## src/design/rfp_pkg.sv

```systemverilog
// Shared types and constants for the ranging frame parser.
`default_nettype none

package rfp_pkg;

    // Frame layout: sync byte, header, eight distance bytes, checksum.
    localparam int FRAME_LENGTH = 13;
    localparam logic [7:0] SYNC_BYTE = 8'h55;
    localparam logic [3:0] FIRST_DIST_POS = 4'd4;
    localparam logic [3:0] LAST_DIST_POS = 4'd11;
    localparam logic [3:0] CHECK_POS = 4'(FRAME_LENGTH - 1);
    localparam int DIST_BYTES = 8;
    localparam int DIST_IDX_W = $clog2(DIST_BYTES);

    // Parser state: waiting for sync, or inside a frame.
    typedef enum logic {
        ST_IDLE  = 1'b0,
        ST_FRAME = 1'b1
    } t_state;

    // One result transaction: four big-endian distances.
    typedef struct packed {
        logic [15:0] distance_one;
        logic [15:0] distance_two;
        logic [15:0] distance_three;
        logic [15:0] distance_four;
    } t_result;

endpackage

`default_nettype wire

```

## src/design/rfp_frame_fsm.sv

```systemverilog
// Frame tracking, running checksum and distance byte storage.
`default_nettype none

module rfp_frame_fsm (
    input  wire logic           i_clk,
    input  wire logic           i_rst_n,
    input  wire logic           i_accept,
    input  wire logic [7:0]     i_rx_byte,
    output logic                o_push,
    output rfp_pkg::t_result    o_result
);

    rfp_pkg::t_state r_state, n_state;
    logic [3:0] r_byte_count, n_byte_count;
    logic [7:0] r_sum, n_sum;
    logic [7:0] r_dist [rfp_pkg::DIST_BYTES];

    logic       dist_write;
    logic [3:0] dist_offset;
    logic [rfp_pkg::DIST_IDX_W-1:0] dist_idx;

    // Distance bytes sit at frame positions four to eleven.
    assign dist_offset = r_byte_count - rfp_pkg::FIRST_DIST_POS;
    assign dist_idx    = dist_offset[rfp_pkg::DIST_IDX_W-1:0];
    assign dist_write  = i_accept && (r_state == rfp_pkg::ST_FRAME)
                      && (r_byte_count >= rfp_pkg::FIRST_DIST_POS)
                      && (r_byte_count <= rfp_pkg::LAST_DIST_POS);

    // Stored bytes form the result; byte pairs are high byte first.
    assign o_result.distance_one   = {r_dist[0], r_dist[1]};
    assign o_result.distance_two   = {r_dist[2], r_dist[3]};
    assign o_result.distance_three = {r_dist[4], r_dist[5]};
    assign o_result.distance_four  = {r_dist[6], r_dist[7]};

    // State register with count and sum.
    always_ff @(posedge i_clk) begin
        if (!i_rst_n) begin
            r_state      <= rfp_pkg::ST_IDLE;
            r_byte_count <= 4'd0;
            r_sum        <= 8'd0;
        end else begin
            r_state      <= n_state;
            r_byte_count <= n_byte_count;
            r_sum        <= n_sum;
        end
    end

    // Distance byte storage needs no reset; every frame fills it first.
    always_ff @(posedge i_clk) begin
        if (dist_write) begin
            r_dist[dist_idx] <= i_rx_byte;
        end
    end

    // Next state, count, sum and the result push.
    always_comb begin
        n_state      = r_state;
        n_byte_count = r_byte_count;
        n_sum        = r_sum;
        o_push       = 1'b0;
        unique case (r_state)
            rfp_pkg::ST_IDLE: begin
                if (i_accept && (i_rx_byte == rfp_pkg::SYNC_BYTE)) begin
                    n_state      = rfp_pkg::ST_FRAME;
                    n_byte_count = 4'd1;
                    n_sum        = i_rx_byte;
                end
            end
            rfp_pkg::ST_FRAME: begin
                if (i_accept) begin
                    if (r_byte_count >= rfp_pkg::CHECK_POS) begin
                        // Checksum byte: emit on match, return to idle either way.
                        o_push       = (i_rx_byte == r_sum);
                        n_state      = rfp_pkg::ST_IDLE;
                        n_byte_count = 4'd0;
                        n_sum        = 8'd0;
                    end else begin
                        n_sum        = r_sum + i_rx_byte;
                        n_byte_count = r_byte_count + 4'd1;
                    end
                end
            end
            default: begin
                n_state = rfp_pkg::ST_IDLE;
            end
        endcase
    end

    // While idle, the count and the sum are clear.
    a_idle_clear: assert property (@(posedge i_clk) disable iff (!i_rst_n)
        (r_state == rfp_pkg::ST_IDLE) |-> (r_byte_count == 4'd0 && r_sum == 8'd0))
        else $error("idle with nonzero count or sum");

    // Inside a frame the count stays between one and the checksum position.
    a_count_range: assert property (@(posedge i_clk) disable iff (!i_rst_n)
        (r_state == rfp_pkg::ST_FRAME)
            |-> (r_byte_count >= 4'd1 && r_byte_count <= rfp_pkg::CHECK_POS))
        else $error("byte count out of range in frame");

    // A result always ends the frame.
    a_push_ends_frame: assert property (@(posedge i_clk) disable iff (!i_rst_n)
        o_push |=> (r_state == rfp_pkg::ST_IDLE))
        else $error("frame still open after result");

endmodule

`default_nettype wire

```

## src/design/rfp_result_buf.sv

```systemverilog
// Two-entry result buffer: output register plus skid register.
`default_nettype none

module rfp_result_buf (
    input  wire logic             i_clk,
    input  wire logic             i_rst_n,
    input  wire logic             i_push,
    input  wire rfp_pkg::t_result i_result,
    input  wire logic             i_stall,
    output logic                  o_valid,
    output rfp_pkg::t_result      o_result,
    output logic                  o_full
);

    logic             r_out_valid, r_skid_valid;
    rfp_pkg::t_result r_out, r_skid;
    logic             pop;

    assign pop      = r_out_valid && !i_stall;
    assign o_valid  = r_out_valid;
    assign o_result = r_out;
    assign o_full   = r_skid_valid;

    // Valid flags.
    always_ff @(posedge i_clk) begin
        if (!i_rst_n) begin
            r_out_valid  <= 1'b0;
            r_skid_valid <= 1'b0;
        end else if (!r_out_valid) begin
            r_out_valid  <= i_push;
        end else if (pop) begin
            r_out_valid  <= r_skid_valid || i_push;
            r_skid_valid <= r_skid_valid && i_push;
        end else if (i_push) begin
            r_skid_valid <= 1'b1;
        end
    end

    // Payload registers.
    always_ff @(posedge i_clk) begin
        if (!r_out_valid) begin
            r_out <= i_result;
        end else if (pop) begin
            if (r_skid_valid) begin
                r_out  <= r_skid;
                r_skid <= i_result;
            end else begin
                r_out <= i_result;
            end
        end else if (i_push) begin
            r_skid <= i_result;
        end
    end

    // The skid entry is only used behind a full output register.
    a_skid_order: assert property (@(posedge i_clk) disable iff (!i_rst_n)
        r_skid_valid |-> r_out_valid)
        else $error("skid holds data while output is empty");

    // A push into a stalled full output lands in the skid register.
    a_push_to_skid: assert property (@(posedge i_clk) disable iff (!i_rst_n)
        (i_push && r_out_valid && !pop) |=> r_skid_valid)
        else $error("result lost on stalled output");

    // Draining the last entry with no push leaves the buffer empty.
    a_drain_empty: assert property (@(posedge i_clk) disable iff (!i_rst_n)
        (pop && !r_skid_valid && !i_push) |=> !r_out_valid)
        else $error("result repeated after drain");

endmodule

`default_nettype wire

```

## src/design/ranging_frame_parser.sv

```systemverilog
// Top level of the ranging frame parser: byte framing and result output.
//
//  Channel | Direction | Handshake            | Payload
//  --------+-----------+----------------------+----------------------------------
//  input   | in        | i_valid / o_stall    | i_rx_byte[7:0]
//  result  | out       | o_valid / i_stall    | o_distance_one .. o_distance_four
//
// One byte is taken per cycle while o_stall is low; framing state updates at the
// edge that accepts it. A good checksum byte yields a result transaction that is
// registered in the output register, or in the skid one behind a busy output.
// Reset is synchronous and active low; it returns the parser to idle and empties
// the result buffer. A result waiting on i_stall does not stop input; o_stall
// rises only when a second result is held in the skid register.
`default_nettype none

module ranging_frame_parser (
    input  wire logic        i_clk,
    input  wire logic        i_rst_n,
    input  wire logic        i_valid,
    output logic             o_stall,
    input  wire logic [7:0]  i_rx_byte,
    output logic             o_valid,
    input  wire logic        i_stall,
    output logic [15:0]      o_distance_one,
    output logic [15:0]      o_distance_two,
    output logic [15:0]      o_distance_three,
    output logic [15:0]      o_distance_four
);

    logic             accept;
    logic             push;
    logic             full;
    rfp_pkg::t_result frame_result;
    rfp_pkg::t_result out_result;

    // Input transaction accepted whenever the buffer has room.
    assign o_stall = full;
    assign accept  = i_valid && !full;

    rfp_frame_fsm u_frame (
        .i_clk     (i_clk),
        .i_rst_n   (i_rst_n),
        .i_accept  (accept),
        .i_rx_byte (i_rx_byte),
        .o_push    (push),
        .o_result  (frame_result)
    );

    rfp_result_buf u_buf (
        .i_clk    (i_clk),
        .i_rst_n  (i_rst_n),
        .i_push   (push),
        .i_result (frame_result),
        .i_stall  (i_stall),
        .o_valid  (o_valid),
        .o_result (out_result),
        .o_full   (full)
    );

    // Result fields out to their own ports.
    assign o_distance_one   = out_result.distance_one;
    assign o_distance_two   = out_result.distance_two;
    assign o_distance_three = out_result.distance_three;
    assign o_distance_four  = out_result.distance_four;

endmodule

`default_nettype wire
```

## config.mk

```make
export PLATFORM = sky130hd
export DESIGN_NAME = ranging_frame_parser
export DESIGN_NICKNAME = d
export VERILOG_FILES = /design/src/design/rfp_pkg.sv /design/src/design/rfp_frame_fsm.sv /design/src/design/rfp_result_buf.sv /design/src/design/ranging_frame_parser.sv
export SDC_FILE = /design/constraint.sdc
export NUM_CORES = 1
export LEC_CHECK = 0
export BUFFER_PORTS_ARGS = -buffer_cell sky130_fd_sc_hd__buf_2
export CAP_MARGIN = 20
export CORE_ASPECT_RATIO = 0.6
export CORE_MARGIN = 4
export CORE_UTILIZATION = 38
export DETAILED_ROUTE_END_ITERATION = 8
export PLACE_DENSITY = 0.56
export SLEW_MARGIN = 20
export SYNTH_ARGS = -nofsm -noshare
export SYNTH_HDL_FRONTEND = slang
export SYNTH_SLANG_ARGS = --single-unit
```

## constraint.sdc

```tcl
create_clock -name i_clk -period 6.03 [get_ports i_clk]
set_input_delay 0.603 -clock i_clk [delete_from_list [all_inputs] [get_ports i_clk]]
set_output_delay 0.603 -clock i_clk [all_outputs]
set_load 0.02 [all_outputs]
```

==> reports/summary.log, run 1 <==
INFO  sta            drv_slew=0
INFO  synth          syn-instance-count=399
INFO  grt            grt_util_all_layers=0.126
INFO  finish         final_layout_size_suffix_gt1_frac=0.355
INFO  synth          synth_fp_nets=420
INFO  worst_setup_path timing_worst_setup_path_type=in2reg
INFO  detailed_routing drc_errors=0
INFO  sta            clock-skew-final=7.12ps
INFO  worst_setup_path timing.critical_path.arrival=3210ps
INFO  placement      placement.io_buffers=77
INFO  clock_tree     cts_hold_repair.buffers=0
INFO  worst_setup_path endpoint_kind=flop
INFO  finish         areaGrowthSynthToFinish=16.6%
INFO  die            dieArea=22,500um2
INFO  die            core=19,400um2
INFO  status         status=finished clean
INFO  worst_setup_path worst_ep_required_time=6140ps
INFO  finish         antennaDiodeCount=0
INFO  detailed_routing vias=3,797
INFO  clock_tree     h_tree_level_count=1
INFO  die            rows=39
INFO  die            io_pins=78
INFO  synth          ys_ff_latch=207
INFO  synth          yosys-top-cells-count=192 x sky130_fd_sc_hd__edfxtp_1, 64 x sky130_fd_sc_hd__mux2_2, 16 x sky130_fd_sc_hd__nor2_1
INFO  worst_setup_path crit_fanout=64
INFO  clock_tree     numClockSinks=207
INFO  synth          avg_inst_size_synth=19.1um2
INFO  clock_tree     resized_cells_post_cts=0
INFO  placement      detailed_place_hpwl=9.11mm
INFO  clock_tree     cts_tree=built
INFO  power          vdd_ir_drop_max=167uV
INFO  synth          async_reset_ff_frac=0
INFO  synth          post-synth-top-area-fraction=0.757
INFO  synth          synth-edff-count=192
INFO  clock_tree     root_buffer=sky130_fd_sc_hd__clkbuf_16
INFO  grt            grt_pass1_wl=22.3mm
INFO  flow_run       drv.max_cap_violation_count=0
INFO  sta            worst_slew_margin_rel=0.401
INFO  synth          yosys-top-cells-area=sky130_fd_sc_hd__edfxtp_1 76%, sky130_fd_sc_hd__mux2_2 9.5%, sky130_fd_sc_hd__dfxtp_1 3.9%, sky130_fd_sc_hd__ha_1 1.3%, sky130_fd_sc_hd__nor2_1 0.79%
INFO  synth          most_instantiated_library_cell_after_synthesis=sky130_fd_sc_hd__edfxtp_1
INFO  die            dieWidth=191um
INFO  detailed_routing ant_nets=0
INFO  worst_setup_path startpoint_type=input port
INFO  power          total_leakage_power=3.16nW
INFO  sta            achievable-frequency=322MHz
INFO  sta            final_min_period_over_clock_period=0.515
INFO  synth          yosys.area.top_type=sky130_fd_sc_hd__edfxtp_1
INFO  detailed_routing via_per_inst=4.94
INFO  sta            setup_violating_endpoint_count_in_the_final_report=0
INFO  placement      gpl.final_weighted_congestion=0.814
INFO  synth          synth-main-ff-cell=sky130_fd_sc_hd__edfxtp_1
INFO  detailed_routing detail_route.wl_per_cell=18.8um
INFO  sta            grt_setup_unrepaired=false
INFO  finish         post-route-util=0.459
INFO  synth          ys.warnings.count=0
INFO  finish         fin_nets=510
INFO  synth          yosysSeqAreaShare=0.796
INFO  die            initial_utilization=0.393
INFO  clock_tree     cts.repair_timing.setup_buffer_count=0
INFO  synth          library_cells_used_by_synthesis=46
INFO  synth          syn_area=7620um2
INFO  grt            globalRouteOverflowTotal=0
INFO  sta            timing_worst_slew_pin_value=899ps
INFO  grt            antenna_found_initial=0
INFO  clock_tree     path_clk_slew=60ps
INFO  hold_path      hold_path_class=reg2reg
INFO  detailed_routing drtIter0Drc=386
INFO  clock_tree     clk_latency=480ps
INFO  grt            grt_start_max_net_pins=66
INFO  grt            grt_pass1_vias=3,785
INFO  detailed_routing drtPass1Iterations=4
INFO  sta            finalWorstPathRequiredPeriod=3100ps
INFO  sta            timing_hold_violations_final=0
INFO  power          power_per_cell_area=300nW/um2
INFO  detailed_routing routed_wl=14.4mm
INFO  sta            tns=0ps
INFO  clock_tree     clock_path_buffers=3
INFO  clock_tree     numCtsBuffers=19
INFO  die            dieHeight=118um
[per-layer routing]
layer  routed length [um]  track usage
met1                 7370        0.202
met2                 5810        0.172
met3                 1030       0.0305
met4                  235       0.0287
met5                    0            0
[per-stage QoR]
stage,hold slack [ps],total power (W),instance area [um2],setup WS [ps],instances
floorplan,420,0.00160,7620,750,399
global placement,426,0.00161,8330,2530,734
finish,447,0.00267,8890,2930,768
CTS,428,0.00271,8890,2950,768
global route,440,0.00276,8890,2790,768
detailed placement,434,0.00161,8330,2430,734
[layout by cell type, fill, tap and decap left out, drive strengths merged, types with 4 or more instances in the layout]
cell,synthesis,routed
nand2b,4,4
dfxtp,15,15
a22oi,4,4
clkinv,0,7
nor3,6,6
a211oi,4,4
buf,8,79
nand2,10,10
nand3,4,4
mux2,64,64
o21ai,10,10
a21o,4,4
nor2,18,18
clkbuf,2,26
ha,8,8
a21oi,8,8
edfxtp,192,192
[cell type report]
type | count | area [um2]
inverters | 2 | 7.51
fillers | 1707 | 10500
repair buffers | 79 | 400
clock inverters | 8 | 40.0
clock buffers | 26 | 512
flip-flops and latches | 207 | 6070
well taps | 266 | 333
multi-input cells | 180 | 1530
[report_power, final]
part | internal [W] | switching (W)
Sequential | 0.00155 | 0.000000141
Clock | 0.000597 | 0.000487
Combinational | 0.00000874 | 0.0000236
Total | 0.00216 | 0.000511
[worst paths after layout]
kind                             start                to  slack (ps)  cells past startpoint
setup / recovery          i_rx_byte[6]  u_buf.r_skid[13]        2930                      7
hold / removal    u_frame.r_dist[5][6]  u_buf.r_skid[22]         450                      0
setup reg to reg      u_frame.r_sum[6]  u_buf.r_skid[13]        2980                      6
hold reg to reg   u_frame.r_dist[5][6]  u_buf.r_skid[22]         450                      0
[state kept, by name, indices dropped and copies added (netlist names)]
name and flops:
u_buf.o_result 64, u_buf.r_skid 64, u_frame.r_dist 64, u_frame.r_sum 8, u_frame.r_byte_count 4, u_buf.o_full 1, u_buf.o_valid 1, u_frame.r_state 1
[logic make-up after synthesis]
kind of cell / synth area share
xor gates and xnor gates: 0.00575
AOI/OAI and AO/OA: 0.0381
and+or+nand+nor: 0.0414
muxes: 0.0959
DFF: 0.796
adders and majority gates: 0.0158
buffers and inverters: 0.00722
[worst max-delay path: stages]
cell and delay (ps):
sky130_fd_sc_hd__buf_2 190, sky130_fd_sc_hd__ha_1 420, sky130_fd_sc_hd__or4_1 550, sky130_fd_sc_hd__nor4_2 390
sky130_fd_sc_hd__mux2i_1 190, sky130_fd_sc_hd__nor2b_4 130, sky130_fd_sc_hd__buf_4 670
Power figures use the tool's default switching activity.
==> inputs of run 2 (changes only) <==
- PLACE_DENSITY: 0.56 -> 0.59
- clock period: 6.03 -> 2.6 ns (I/O delays scaled with it)
==> run 2 against run 1 <==
  * Combinational power rose to 3.1 times the previous value
  * Worst setup slack worse by 2800 ps
  * Sequential share of layout area down 2.2 points
==> reports/summary.log, run 2 (synthesized netlist as in run 1, its figures left out) <==
INFO  detailed_routing vias=3,936 [+3.7%]
INFO  status         status=finished clean
INFO  power          power_per_cell_area=701nW/um2 [+130%]
INFO  clock_tree     cts.repair_timing.setup_buffer_count=0 [unchanged]
INFO  die            io_pins=78 [unchanged]
INFO  finish         areaGrowthSynthToFinish=20.5%
INFO  clock_tree     h_tree_level_count=1 [unchanged]
INFO  clock_tree     resized_cells_post_cts=0 [unchanged]
INFO  worst_setup_path startpoint_type=flop
INFO  power          p_sw=0.00124W [+140%]
INFO  finish         num-fill-cells=1,667 [-2.3%]
INFO  placement      detailed_place_hpwl=10.0mm [+10%]
INFO  sta            clock-skew-final=16.1ps [+8.94 ps]
INFO  finish         finalNonFillerCells=790 [+2.9%]
INFO  detailed_routing drc_errors=0 [unchanged]
INFO  detailed_routing via_per_inst=4.98 [+0.77%]
INFO  die            core=19,400um2 [unchanged]
INFO  clock_tree     numClockSinks=207 [unchanged]
INFO  sta            grt_setup_unrepaired=false
INFO  clock_tree     clk_latency=490ps [about the same]
INFO  grt            grt_util_all_layers=0.136 [+0.0106]
INFO  worst_setup_path regToRegStartpoint=u_frame.r_sum[4]
INFO  power          sequentialPowerShare=0.559 [-0.023]
INFO  detailed_routing routed_wl=15.4mm [+6.7%]
INFO  grt            grt_pass1_vias=4,038 [+6.7%]
INFO  clock_tree     clock_path_buffers=3 [unchanged]
INFO  sta            timing_hold_violations_final=0 [unchanged]
INFO  power          power.share.combinational=0.015 [+0.003]
INFO  power          total_leakage_power=3.29nW [+3.9%]
INFO  finish         finish.instance_area=9190um2 [+3.4%]
INFO  finish         mostFrequentLayoutCell=sky130_fd_sc_hd__edfxtp_1
INFO  worst_setup_path timing.critical_path.arrival=2610ps [-600 ps]
INFO  clock_tree     cts_tree=built
INFO  sta            fin_worst_hold_slack=108ps [-339 ps]
INFO  placement      placement.io_buffers=77 [unchanged]
INFO  grt            grt_pass1_wl=24.0mm [+7.4%]
INFO  detailed_routing drtIter0Drc=278 [-28%]
INFO  die            rows=39 [unchanged]
INFO  clock_tree     numCtsBuffers=20 [+1]
INFO  finish         fin_nets=532 [+4.3%]
INFO  power          vdd_ir_drop_max=358uV [+110%]
INFO  detailed_routing ant_nets=0 [unchanged]
INFO  grt            globalRouteOverflowTotal=0 [unchanged]
INFO  die            dieArea=22,500um2 [unchanged]
INFO  worst_setup_path crit_fanout=19 [-70%]
INFO  hold_path      holdCritStartpoint=i_rst_n
INFO  worst_setup_path worst_ep_required_time=2760ps [-3380 ps]
INFO  detailed_routing detail_route.wl_per_cell=19.5um [+3.7%]
INFO  sta            timing_worst_slew_pin_value=562ps [-337 ps]
INFO  sta            achievable-frequency=409MHz
INFO  flow_run       drv.max_cap_violation_count=0 [unchanged]
INFO  power          p_clk_frac=0.425 [+0.019]
INFO  die            dieWidth=191um [unchanged]
INFO  grt            antenna_found_initial=1 [+1]
INFO  die            dieHeight=118um [unchanged]
INFO  finish         final_layout_size_suffix_gt1_frac=0.399 [+0.0443]
INFO  finish         layout.cells.most_common_list=192 x sky130_fd_sc_hd__edfxtp_1, 77 x sky130_fd_sc_hd__buf_2, 64 x sky130_fd_sc_hd__mux2_2, 21 x sky130_fd_sc_hd__clkbuf_16, 20 x sky130_fd_sc_hd__buf_4
INFO  sta            worst_slew_margin_rel=0.625 [+0.224]
INFO  clock_tree     path_clk_slew=70ps [about the same]
INFO  placement      placed_instance_count=755 [+2.9%]
INFO  power          p_int=0.00519W [+140%]
INFO  finish         antennaDiodeCount=0 [unchanged]
INFO  worst_setup_path timing_worst_setup_path_type=reg2reg
INFO  detailed_routing drtPass1Iterations=4 [unchanged]
INFO  clock_tree     root_buffer=sky130_fd_sc_hd__clkbuf_16
INFO  sta            drv_slew=0 [unchanged]
INFO  sta            final_min_period_over_clock_period=0.941
INFO  worst_setup_path endpoint_kind=flop
INFO  clock_tree     cts_hold_repair.buffers=0 [unchanged]
INFO  worst_setup_path crit_start=u_frame.r_sum[4]
INFO  finish         post-route-util=0.474 [+0.0154]
INFO  grt            grt_start_max_net_pins=52 [-21%]
INFO  placement      dpl_cell_area=8570um2 [+2.8%]
INFO  sta            setup_violating_endpoint_count_in_the_final_report=0 [unchanged]
INFO  hold_path      hold_path_class=in2reg
INFO  sta            finalWorstPathRequiredPeriod=2450ps
INFO  die            initial_utilization=0.393 [unchanged]
INFO  placement      gpl.final_weighted_congestion=0.883 [+8.5%]
INFO  sta            tns=0ps [unchanged]
INFO  power          sw_frac_of_total=0.193 [+0.00160]
-- run 2: cell types whose count changed in the layout (fill, tap and decap cells not counted), moves of 4 or more --
cell | previous run | this run
sky130_fd_sc_hd__buf_4 | 2 | 20
sky130_fd_sc_hd__clkbuf_1 | 6 | 0
sky130_fd_sc_hd__ha_4 | 0 | 4
sky130_fd_sc_hd__ha_1 | 8 | 4
-- run 2: path summary, 6_finish.rpt --
path,to,slack [ps],cells after the start
setup / recovery,u_buf.r_skid[30],150,6
hold / removal,u_frame.r_sum[4],110,2
setup reg to reg,u_buf.r_skid[30],150,6
hold reg to reg,u_buf.r_skid[33],440,0
-- run 2: metal layers --
layer,up-vias,wire [um],track usage,share of wire
met2,136,6550,0.197,0.43
li1,1807,-,-,-
met1,1969,7470,0.211,0.48
met5,-,0,0,0
met4,0,275,0.0274,0.018
met3,24,1100,0.0326,0.072
-- run 2: final cells by class --
class | instances | area, um2 | area share
multi-input cells | 180 | 1560 | 0.170
clock buffers | 21 | 526 | 0.0572
flip-flops and latches | 207 | 6070 | 0.661
inverters | 2 | 7.51 | 0.000817
clock inverters | 14 | 91.3 | 0.00994
repair buffers | 100 | 596 | 0.0648
well taps | 266 | 333 | 0.0362
-- run 2: worst max-delay path, stage by stage (launching register included) --
cell and delay (ps):
sky130_fd_sc_hd__dfxtp_2 340, sky130_fd_sc_hd__ha_4 240, sky130_fd_sc_hd__or4_1 530, sky130_fd_sc_hd__nor4_2 360, sky130_fd_sc_hd__mux2i_1 180, sky130_fd_sc_hd__nor2b_4 170
sky130_fd_sc_hd__buf_4 290
-- run 2: metrics by stage --
step	total power [W]	setup slack, ps
floorplan	0.00370	-362
global placement	0.00377	102
detailed placement	0.00377	73.0
CTS	0.00653	156
global route	0.00667	14.0
finish	0.00643	153
-- run 2: power by group through the flow --
stage / Sequential (W) / Combinational [W] / Clock [W]
global placement: 0.00367 / 0.0000964 / 0
finish: 0.00360 / 0.0000996 / 0.00274
detailed placement: 0.00367 / 0.0000985 / 0
floorplan: 0.00367 / 0.0000328 / 0
CTS: 0.00360 / 0.0000989 / 0.00283
global route: 0.00359 / 0.000105 / 0.00297
